**config.mk**
```make
export PLATFORM = sky130hd
export DESIGN_NAME = utf8_casefold_substring_search
export DESIGN_NICKNAME = d
export VERILOG_FILES = /design/src/design/ucss_pkg.sv /design/src/design/ucss_front.sv /design/src/design/ucss_queue.sv /design/src/design/ucss_back.sv /design/src/design/utf8_casefold_substring_search.sv
export VERILOG_INCLUDE_DIRS = /design/src /design/src/design
export SDC_FILE = /design/constraint.sdc
export NUM_CORES = 2
export LEC_CHECK = 0
export ABC_AREA = 1
export BUFFER_PORTS_ARGS = -buffer_cell sky130_fd_sc_hd__buf_2
export CORE_UTILIZATION = 55
export DETAILED_ROUTE_END_ITERATION = 8
export GPL_TIMING_DRIVEN = 0
export PLACE_DENSITY_LB_ADDON = 0.05
export SLEW_MARGIN = 10
export SYNTH_ARGS = -nofsm -noshare
export SYNTH_HDL_FRONTEND = slang
export SYNTH_HIERARCHICAL = 1
export SYNTH_SLANG_ARGS = --single-unit
```
**constraint.sdc**
```tcl
create_clock -name clk -period 5.9 [get_ports clk]
set_input_delay 0.295 -clock clk [delete_from_list [all_inputs] [get_ports clk]]
set_output_delay 0.295 -clock clk [all_outputs]
set_load 0.02 [all_outputs]
```
**src/design/utf8_casefold_substring_search_defines.svh**
```systemverilog
// assertion macros for the utf8 case-folding substring search block
// used by the top level only; no other dependencies
`ifndef UTF8_CASEFOLD_SUBSTRING_SEARCH_DEFINES_SVH
`define UTF8_CASEFOLD_SUBSTRING_SEARCH_DEFINES_SVH

// same-cycle implication, disabled during reset
`define UCSS_ASSERT_NOW(label, ante, cons, msg) \
	label: assert property (@(posedge clk) disable iff (!arst_n) (ante) |-> (cons)) \
		else $error(msg);

// next-cycle implication, disabled during reset
`define UCSS_ASSERT_NEXT(label, ante, cons, msg) \
	label: assert property (@(posedge clk) disable iff (!arst_n) (ante) |=> (cons)) \
		else $error(msg);

`endif

```
**src/design/ucss_pkg.sv**
```systemverilog
// shared types, codes and the case-fold function of the substring search block
// no dependencies
package ucss_pkg;

	localparam int MAX_PATTERN_DEF = 32;
	localparam int MAX_TEXT_DEF    = 65536;
	localparam int QUEUE_DEPTH     = 4;
	localparam int CHAR_W          = 32;
	localparam int POS_W           = 16;

	localparam logic [1:0] OP_START  = 2'd0;
	localparam logic [1:0] OP_APPEND = 2'd1;
	localparam logic [1:0] OP_TEXT   = 2'd2;
	localparam logic [1:0] OP_UNUSED = 2'd3;

	typedef enum logic [1:0] {
		KIND_START,
		KIND_APPEND,
		KIND_TEXT
	} kind_t;

	typedef struct packed {
		kind_t             kind;
		logic [CHAR_W-1:0] code;
		logic              last;
	} entry_t;

	typedef struct packed {
		logic       done;
		logic [8:0] count;
	} back_status_t;

	function automatic logic [CHAR_W-1:0] fold_char(input logic [CHAR_W-1:0] code);
		logic [7:0] b0;
		logic [7:0] b1;
		b0 = code[7:0];
		b1 = code[15:8];
		if (b0 < 8'h80) begin
			if (b0 >= 8'h41 && b0 <= 8'h5A) begin
				b0 = b0 + 8'd32;
			end
		end else if (b0 == 8'hD0) begin
			if (b1 >= 8'h90 && b1 <= 8'h9F) begin
				b1 = b1 + 8'd32;
			end else if (b1 >= 8'hA0 && b1 <= 8'hAF) begin
				b0 = 8'hD1;
				b1 = b1 - 8'hA0 + 8'h80;
			end else if (b1 == 8'h81) begin
				b0 = 8'hD1;
				b1 = 8'h91;
			end
		end
		return {code[31:16], b1, b0};
	endfunction

endpackage

```
**src/design/ucss_front.sv**
```systemverilog
// front end: decodes the input word, folds text characters, feeds the queue
// depends on ucss_pkg
module ucss_front (
	input  logic                       fold_case,
	input  logic                       s_tvalid,
	output logic                       s_tready,
	input  logic [ucss_pkg::CHAR_W-1:0] s_tdata,
	input  logic [1:0]                 s_tuser,
	input  logic                       s_tlast,
	output logic                       push,
	output ucss_pkg::entry_t           push_entry,
	input  logic                       q_ready
);

	assign s_tready = q_ready;

	always_comb begin
		push_entry.code = s_tdata;
		push_entry.last = s_tlast;
		push_entry.kind = ucss_pkg::KIND_START;
		push = s_tvalid && q_ready;
		unique case (s_tuser)
			ucss_pkg::OP_START: begin
				push_entry.kind = ucss_pkg::KIND_START;
			end
			ucss_pkg::OP_APPEND: begin
				push_entry.kind = ucss_pkg::KIND_APPEND;
			end
			ucss_pkg::OP_TEXT: begin
				push_entry.kind = ucss_pkg::KIND_TEXT;
				if (fold_case) begin
					push_entry.code = ucss_pkg::fold_char(s_tdata);
				end
			end
			ucss_pkg::OP_UNUSED: begin
				push = 1'b0;
			end
			default: begin
				push = 1'b0;
			end
		endcase
	end

endmodule

```
**src/design/ucss_queue.sv**
```systemverilog
// short flop queue between front and back end
// depends on ucss_pkg
module ucss_queue #(
	parameter int DEPTH = ucss_pkg::QUEUE_DEPTH
) (
	input  logic             clk,
	input  logic             arst_n,
	input  logic             push,
	input  ucss_pkg::entry_t push_entry,
	output logic             q_ready,
	input  logic             pop,
	output logic             q_valid,
	output ucss_pkg::entry_t head
);

	localparam int PW = (DEPTH > 1) ? $clog2(DEPTH) : 1;
	localparam int CW = $clog2(DEPTH + 1);

	ucss_pkg::entry_t slot_q [DEPTH];
	logic [PW-1:0] wr_ptr_q;
	logic [PW-1:0] rd_ptr_q;
	logic [CW-1:0] fill_q;
	logic          do_push;
	logic          do_pop;

	assign q_ready = (fill_q != CW'(DEPTH));
	assign q_valid = (fill_q != '0);
	assign head    = slot_q[rd_ptr_q];
	assign do_push = push && q_ready;
	assign do_pop  = pop && q_valid;

	function automatic logic [PW-1:0] next_ptr(input logic [PW-1:0] p);
		return (p == PW'(DEPTH - 1)) ? '0 : p + 1'b1;
	endfunction

	always_ff @(posedge clk or negedge arst_n) begin
		if (!arst_n) begin
			wr_ptr_q <= '0;
			rd_ptr_q <= '0;
			fill_q   <= '0;
		end else begin
			if (do_push) begin
				wr_ptr_q <= next_ptr(wr_ptr_q);
			end
			if (do_pop) begin
				rd_ptr_q <= next_ptr(rd_ptr_q);
			end
			if (do_push && !do_pop) begin
				fill_q <= fill_q + 1'b1;
			end else if (do_pop && !do_push) begin
				fill_q <= fill_q - 1'b1;
			end
		end
	end

	always_ff @(posedge clk) begin
		if (do_push) begin
			slot_q[wr_ptr_q] <= push_entry;
		end
	end

endmodule

```
**src/design/ucss_back.sv**
```systemverilog
// back end: pattern cells, shift-and match bank, text counter, result register
// depends on ucss_pkg
module ucss_back #(
	parameter int MAX_PATTERN = ucss_pkg::MAX_PATTERN_DEF,
	parameter int MAX_TEXT    = ucss_pkg::MAX_TEXT_DEF
) (
	input  logic                        clk,
	input  logic                        arst_n,
	input  logic                        fold_case,
	input  logic                        q_valid,
	input  ucss_pkg::entry_t            head,
	output logic                        pop,
	output logic                        m_tvalid,
	input  logic                        m_tready,
	output logic                        res_found,
	output logic [ucss_pkg::POS_W-1:0]  res_position,
	output ucss_pkg::back_status_t      status
);

	localparam int CW = $clog2(MAX_PATTERN + 1);
	localparam int IW = (MAX_PATTERN > 1) ? $clog2(MAX_PATTERN) : 1;
	localparam int POS_W = ucss_pkg::POS_W;
	localparam int LIMIT_RAW = (MAX_TEXT - 1 > 65535) ? 65535 : MAX_TEXT - 1;
	localparam logic [POS_W-1:0] TEXT_LIMIT = POS_W'(LIMIT_RAW);

	logic [ucss_pkg::CHAR_W-1:0] pattern_q [MAX_PATTERN];
	logic [CW-1:0]          count_q;
	logic [MAX_PATTERN-1:0] match_q;
	logic [POS_W-1:0]       text_index_q;
	logic                   done_q;
	logic                   m_valid_q;
	logic                   found_q;
	logic [POS_W-1:0]       position_q;

	logic [MAX_PATTERN-1:0] new_match;
	logic                   hit;
	logic [POS_W:0]         idx_p1;
	logic [POS_W:0]         cnt_ext;
	logic [POS_W:0]         start_pos;
	logic                   is_text;
	logic                   produce;
	logic                   produce_found;
	logic [POS_W-1:0]       produce_pos;

	assign pop      = q_valid && (!m_valid_q || m_tready);
	assign is_text  = pop && (head.kind == ucss_pkg::KIND_TEXT) && !done_q;
	assign m_tvalid = m_valid_q;
	assign res_found    = found_q;
	assign res_position = position_q;
	assign status.done  = done_q;
	assign status.count = 9'(count_q);

	// one cell per pattern position
	always_comb begin
		logic [ucss_pkg::CHAR_W-1:0] p;
		logic prev;
		hit = 1'b0;
		for (int j = 0; j < MAX_PATTERN; j++) begin
			p = fold_case ? ucss_pkg::fold_char(pattern_q[j]) : pattern_q[j];
			prev = (j == 0) ? 1'b1 : match_q[(j == 0) ? 0 : j - 1];
			new_match[j] = (p == head.code) && prev && (CW'(j) < count_q);
			if (count_q == CW'(j + 1)) begin
				hit = new_match[j];
			end
		end
	end

	always_comb begin
		idx_p1    = {1'b0, text_index_q} + 1'b1;
		cnt_ext   = (POS_W + 1)'(count_q);
		start_pos = (idx_p1 >= cnt_ext) ? idx_p1 - cnt_ext : '0;
		produce       = 1'b0;
		produce_found = 1'b0;
		produce_pos   = '0;
		if (is_text) begin
			if (count_q == '0) begin
				produce       = 1'b1;
				produce_found = 1'b1;
			end else if (hit) begin
				produce       = 1'b1;
				produce_found = 1'b1;
				produce_pos   = start_pos[POS_W-1:0];
			end else if (head.last) begin
				produce = 1'b1;
			end
		end
	end

	always_ff @(posedge clk or negedge arst_n) begin
		if (!arst_n) begin
			count_q      <= '0;
			match_q      <= '0;
			text_index_q <= '0;
			done_q       <= 1'b0;
			m_valid_q    <= 1'b0;
		end else begin
			if (produce) begin
				m_valid_q <= 1'b1;
			end else if (m_tready) begin
				m_valid_q <= 1'b0;
			end
			if (pop) begin
				unique case (head.kind)
					ucss_pkg::KIND_START: begin
						count_q      <= '0;
						match_q      <= '0;
						text_index_q <= '0;
						done_q       <= 1'b0;
					end
					ucss_pkg::KIND_APPEND: begin
						if (count_q < CW'(MAX_PATTERN)) begin
							count_q <= count_q + 1'b1;
						end
						match_q      <= '0;
						text_index_q <= '0;
						done_q       <= 1'b0;
					end
					ucss_pkg::KIND_TEXT: begin
						if (!done_q) begin
							if (count_q == '0) begin
								done_q <= 1'b1;
							end else begin
								match_q <= new_match;
								if (hit || head.last) begin
									done_q <= 1'b1;
								end
								if (text_index_q < TEXT_LIMIT) begin
									text_index_q <= text_index_q + 1'b1;
								end
							end
						end
					end
					default: begin
					end
				endcase
			end
		end
	end

	always_ff @(posedge clk) begin
		if (pop && head.kind == ucss_pkg::KIND_APPEND && count_q < CW'(MAX_PATTERN)) begin
			pattern_q[count_q[IW-1:0]] <= head.code;
		end
		if (produce) begin
			found_q    <= produce_found;
			position_q <= produce_pos;
		end
	end

endmodule

```
**src/design/utf8_casefold_substring_search.sv**
```systemverilog
// top level of the utf8 case-folding substring search block
// depends on ucss_pkg, ucss_front, ucss_queue, ucss_back and the defines header
//
// input words on s_*: s_tuser is the op (start, append pattern char, text char),
// s_tdata the utf-8 char (first byte lowest, zero padded), s_tlast the last text char.
// result words on m_*: m_tdata bit 0 is found, bits 16:1 the match start position.
// a start word clears pattern and search; an append word adds a pattern char
// (dropped past MAX_PATTERN) and restarts the scan; text words run the match bank.
// one result per search: found with its start index, or not found on the last
// text char; text words after that are ignored until the next start or append.
// fold_case is written through fold_case_we/fold_case_wdata; the user must do so while
// idle, the block does not enforce it. a text word passes the queue, then the result
// register, before its result is valid. throughput: one word per cycle, set by the update
// of the shift-and cells, unless a result waits on a low m_tready: then the result register
// holds, the queue fills and s_tready drops; the four-entry queue lets front and back stall
// apart. reset clears pattern count, cells, text index and fold_case.
`include "utf8_casefold_substring_search_defines.svh"

module utf8_casefold_substring_search #(
	parameter int MAX_PATTERN = ucss_pkg::MAX_PATTERN_DEF,
	parameter int MAX_TEXT    = ucss_pkg::MAX_TEXT_DEF
) (
	input  logic        clk,
	input  logic        arst_n,
	input  logic        fold_case_we,
	input  logic        fold_case_wdata,
	input  logic        s_tvalid,
	output logic        s_tready,
	input  logic [31:0] s_tdata,   // char_code[31:0]
	input  logic [1:0]  s_tuser,   // op[1:0]
	input  logic        s_tlast,
	output logic        m_tvalid,
	input  logic        m_tready,
	output logic [23:0] m_tdata    // found[0], position[16:1], zero[23:17]
);

	logic                         fold_case_q;
	logic                         push;
	ucss_pkg::entry_t             push_entry;
	logic                         q_ready;
	logic                         q_valid;
	logic                         pop;
	ucss_pkg::entry_t             head;
	logic                         res_found;
	logic [ucss_pkg::POS_W-1:0]   res_position;
	ucss_pkg::back_status_t       status;

	always_ff @(posedge clk or negedge arst_n) begin
		if (!arst_n) begin
			fold_case_q <= 1'b0;
		end else if (fold_case_we) begin
			fold_case_q <= fold_case_wdata;
		end
	end

	ucss_front u_front (
		.fold_case  (fold_case_q),
		.s_tvalid   (s_tvalid),
		.s_tready   (s_tready),
		.s_tdata    (s_tdata),
		.s_tuser    (s_tuser),
		.s_tlast    (s_tlast),
		.push       (push),
		.push_entry (push_entry),
		.q_ready    (q_ready)
	);

	ucss_queue #(
		.DEPTH (ucss_pkg::QUEUE_DEPTH)
	) u_queue (
		.clk        (clk),
		.arst_n     (arst_n),
		.push       (push),
		.push_entry (push_entry),
		.q_ready    (q_ready),
		.pop        (pop),
		.q_valid    (q_valid),
		.head       (head)
	);

	ucss_back #(
		.MAX_PATTERN (MAX_PATTERN),
		.MAX_TEXT    (MAX_TEXT)
	) u_back (
		.clk          (clk),
		.arst_n       (arst_n),
		.fold_case    (fold_case_q),
		.q_valid      (q_valid),
		.head         (head),
		.pop          (pop),
		.m_tvalid     (m_tvalid),
		.m_tready     (m_tready),
		.res_found    (res_found),
		.res_position (res_position),
		.status       (status)
	);

	assign m_tdata = {7'b0, res_position, res_found};

	`UCSS_ASSERT_NOW(a_notfound_pos_zero, m_tvalid && !m_tdata[0], m_tdata[16:1] == 16'd0, "not-found result with nonzero position")
	`UCSS_ASSERT_NEXT(a_start_clears, pop && head.kind == ucss_pkg::KIND_START, status.count == 9'd0 && !status.done, "start word did not clear the search")
	`UCSS_ASSERT_NEXT(a_append_grows, pop && head.kind == ucss_pkg::KIND_APPEND && status.count < 9'(MAX_PATTERN), status.count == $past(status.count) + 9'd1 && !status.done, "append word did not extend the pattern")
	`UCSS_ASSERT_NOW(a_result_sets_done, $rose(m_tvalid), status.done, "result given while search not done")

endmodule

```
==> run metrics <==
die area 0.119 mm²; largest net degree at the start of global routing 49; Post-Syn Area 0.0645 mm²; slowest CP cell a2111oi_4; Final nets between 6000 and 7000; WS Path Type reg -> reg; initial core utilization 55.5%; final hold vios 0; Clock Path Buffers 3; fillers between 9000 and 10000; Clock Pin Slew Worst Setup and Hold Paths approximately 60 ps; Root Buffer clkbuf_16; io pins 67; dpl hpwl roughly 150000 µm; Tightest Pin Transition roughly 1500 ps; pwr dens 543 mW/mm²; crit path DAT about 6600 ps; routed wire length roughly 240000 µm; RePlAce Congestion approximately 1; f_max 164 MHz; Initial DRC Count 6983; global-route wire length before repair 331000 µm; vias per cell 6.15; Largest stage delay, worst path 540 ps; Design Area, Final 0.0765 mm²; grt ovf 0; Synth Area per Inst 10.1 µm²; worst min path class in -> async; most used cell, CP nand2_1; placed cell areas ~0.069 mm²; Clock Latency Late Sink a little under 800 ps; PortBufs 42; period utilization 104%; Yosys warnings 6; die width 344 µm; # rows between 100 and 150; CTS tree done; status finished with violations; Max IR drop VDD approximately 0.47 mV; core area 0.116 mm²; drt first pass iters 6; top cell family by delay on the critical path simple AND/OR/NAND/NOR gates; worst-path maximum fanout 18; # Max-Cap Violations 1; WP data required 6370 ps; unrepaired setup endpoints after global routing true; Crit path buffers/inverters 7; Die Height ~340 µm; CTS H-tree depth 4; commonest cells after routing, fill and taps aside edfxtp_1 (1181), nand2_1 (1165), inv_1 (739); CP Launch Type flop; via count 51902; Clock Sinks 1244; Pleak 29.3 nW; CP Capture Type flop; worst hold margin 53.8 ps; max-slew violations 0; Clock Skew 30.8 ps; initial antenna violation count 9; Util after Layout about 66%; failing checks max-capacitance violations, negative setup slack; total track usage 39.8%; number of global-route vias before repair 47848; remaining antenna violation count 0; area grow syn2layout 18.6%; Rel. slew slack 1.38%; fin crit period 6110 ps; Setup violations, final 32; Num CTS Buffers 139; Residual DRC 0; routed length per instance 28.6 µm; commonest non-fill, non-tap cell in the layout edfxtp_1; share of cells above drive strength 1 a little over an eighth; Syn Inst Count 6357; final worst slack -210 ps
==> where the power goes <==
part / internal (mW) / leakage [nW] / switching (mW)
Clock: 4.95 / 2.21 / 3.64
Sequential: 11.8 / 11.5 / 0.229
Combinational: 5.90 / 15.6 / 15.0
==> layer usage <==
metal	share of wire (%)	vias up	global-route usage [%]
li1	-	23054	-
met1	36	25112	49.9
met5	0	-	0
met3	9.7	699	6.87
met2	45	3037	61.1
met4	9.2	0	31.6
==> what timing repair did <==
| action | CTS | global route |
|---|---|---|
| resized for setup | 323 | 128 |
| setup buffers | 87 | 55 |
| endpoints found under the hold margin | 203 | 0 |
| gates cloned | 14 | 8 |
| pin swaps | 76 | 58 |
| endpoints found under the setup margin | 49 | 36 |
| hold buffers | 43 | 0 |
==> flip-flops by register name, indices dropped and copies added, names as in the netlist <==
signal	count
u_back/done_q	1
u_queue/fill_q	3
u_queue/wr_ptr_q	2
u_back/res_position	16
u_back/match_q	31
u_queue/rd_ptr_q	2
u_back/count_q	6
u_back/m_tvalid	1
u_queue/slot_q	140
u_back/text_index_q	16
fold_case_q	1
u_back/pattern_q	1024
u_back/res_found	1
==> area by class of cell <==
type | count | area [µm²] | share of cell area [%]
timing repair buffer | 298 | 3500 | 4.58
clock buffer | 175 | 3770 | 4.93
sequential | 1244 | 37000 | 48.4
clock inverter | 80 | 734 | 0.960
inverter | 775 | 2990 | 3.91
buffer | 216 | 1680 | 2.19
antenna | 4 | 10.0 | 0.0131
multi-input combinational | 4123 | 24900 | 32.5
tap | 1524 | 1910 | 2.49
==> tightest hold or removal path, cell delays in order <==
cell and delay (ps):
dlygate4sd3_1 520, buf_4 140, buf_16 240
==> path summary, 6_finish.rpt <==
kind	from	to	slack [ps]	cells after the start
worst max-delay path	u_queue/rd_ptr_q[0]	u_back/res_position[13]	-210	37
worst min-delay path	arst_n	u_back/text_index_q[10]	50	3
worst max register to register	u_queue/rd_ptr_q[0]	u_back/res_position[13]	-210	37
worst min register to register	u_queue/fill_q[2]	u_queue/fill_q[2]	510	2
max in group asynchronous	arst_n	u_queue/wr_ptr_q[0]	4360	3
min in group clk	s_tdata[28]	u_queue/slot_q[3][29]	280	2
==> per-stage QoR <==
stage	TNS, ps	std cells	worst slack, ps	total power [mW]
after global placement	-200680	7929	-4160	28.7
after floorplan	0	6363	786	21.0
after global routing	-17580	8437	-555	42.4
after CTS	0	8379	0.0719	40.1
final	-5300	8439	-210	41.6
after detailed placement	-94390	7993	-2760	29.4
Note: power is estimated with default switching activity, not from simulation.
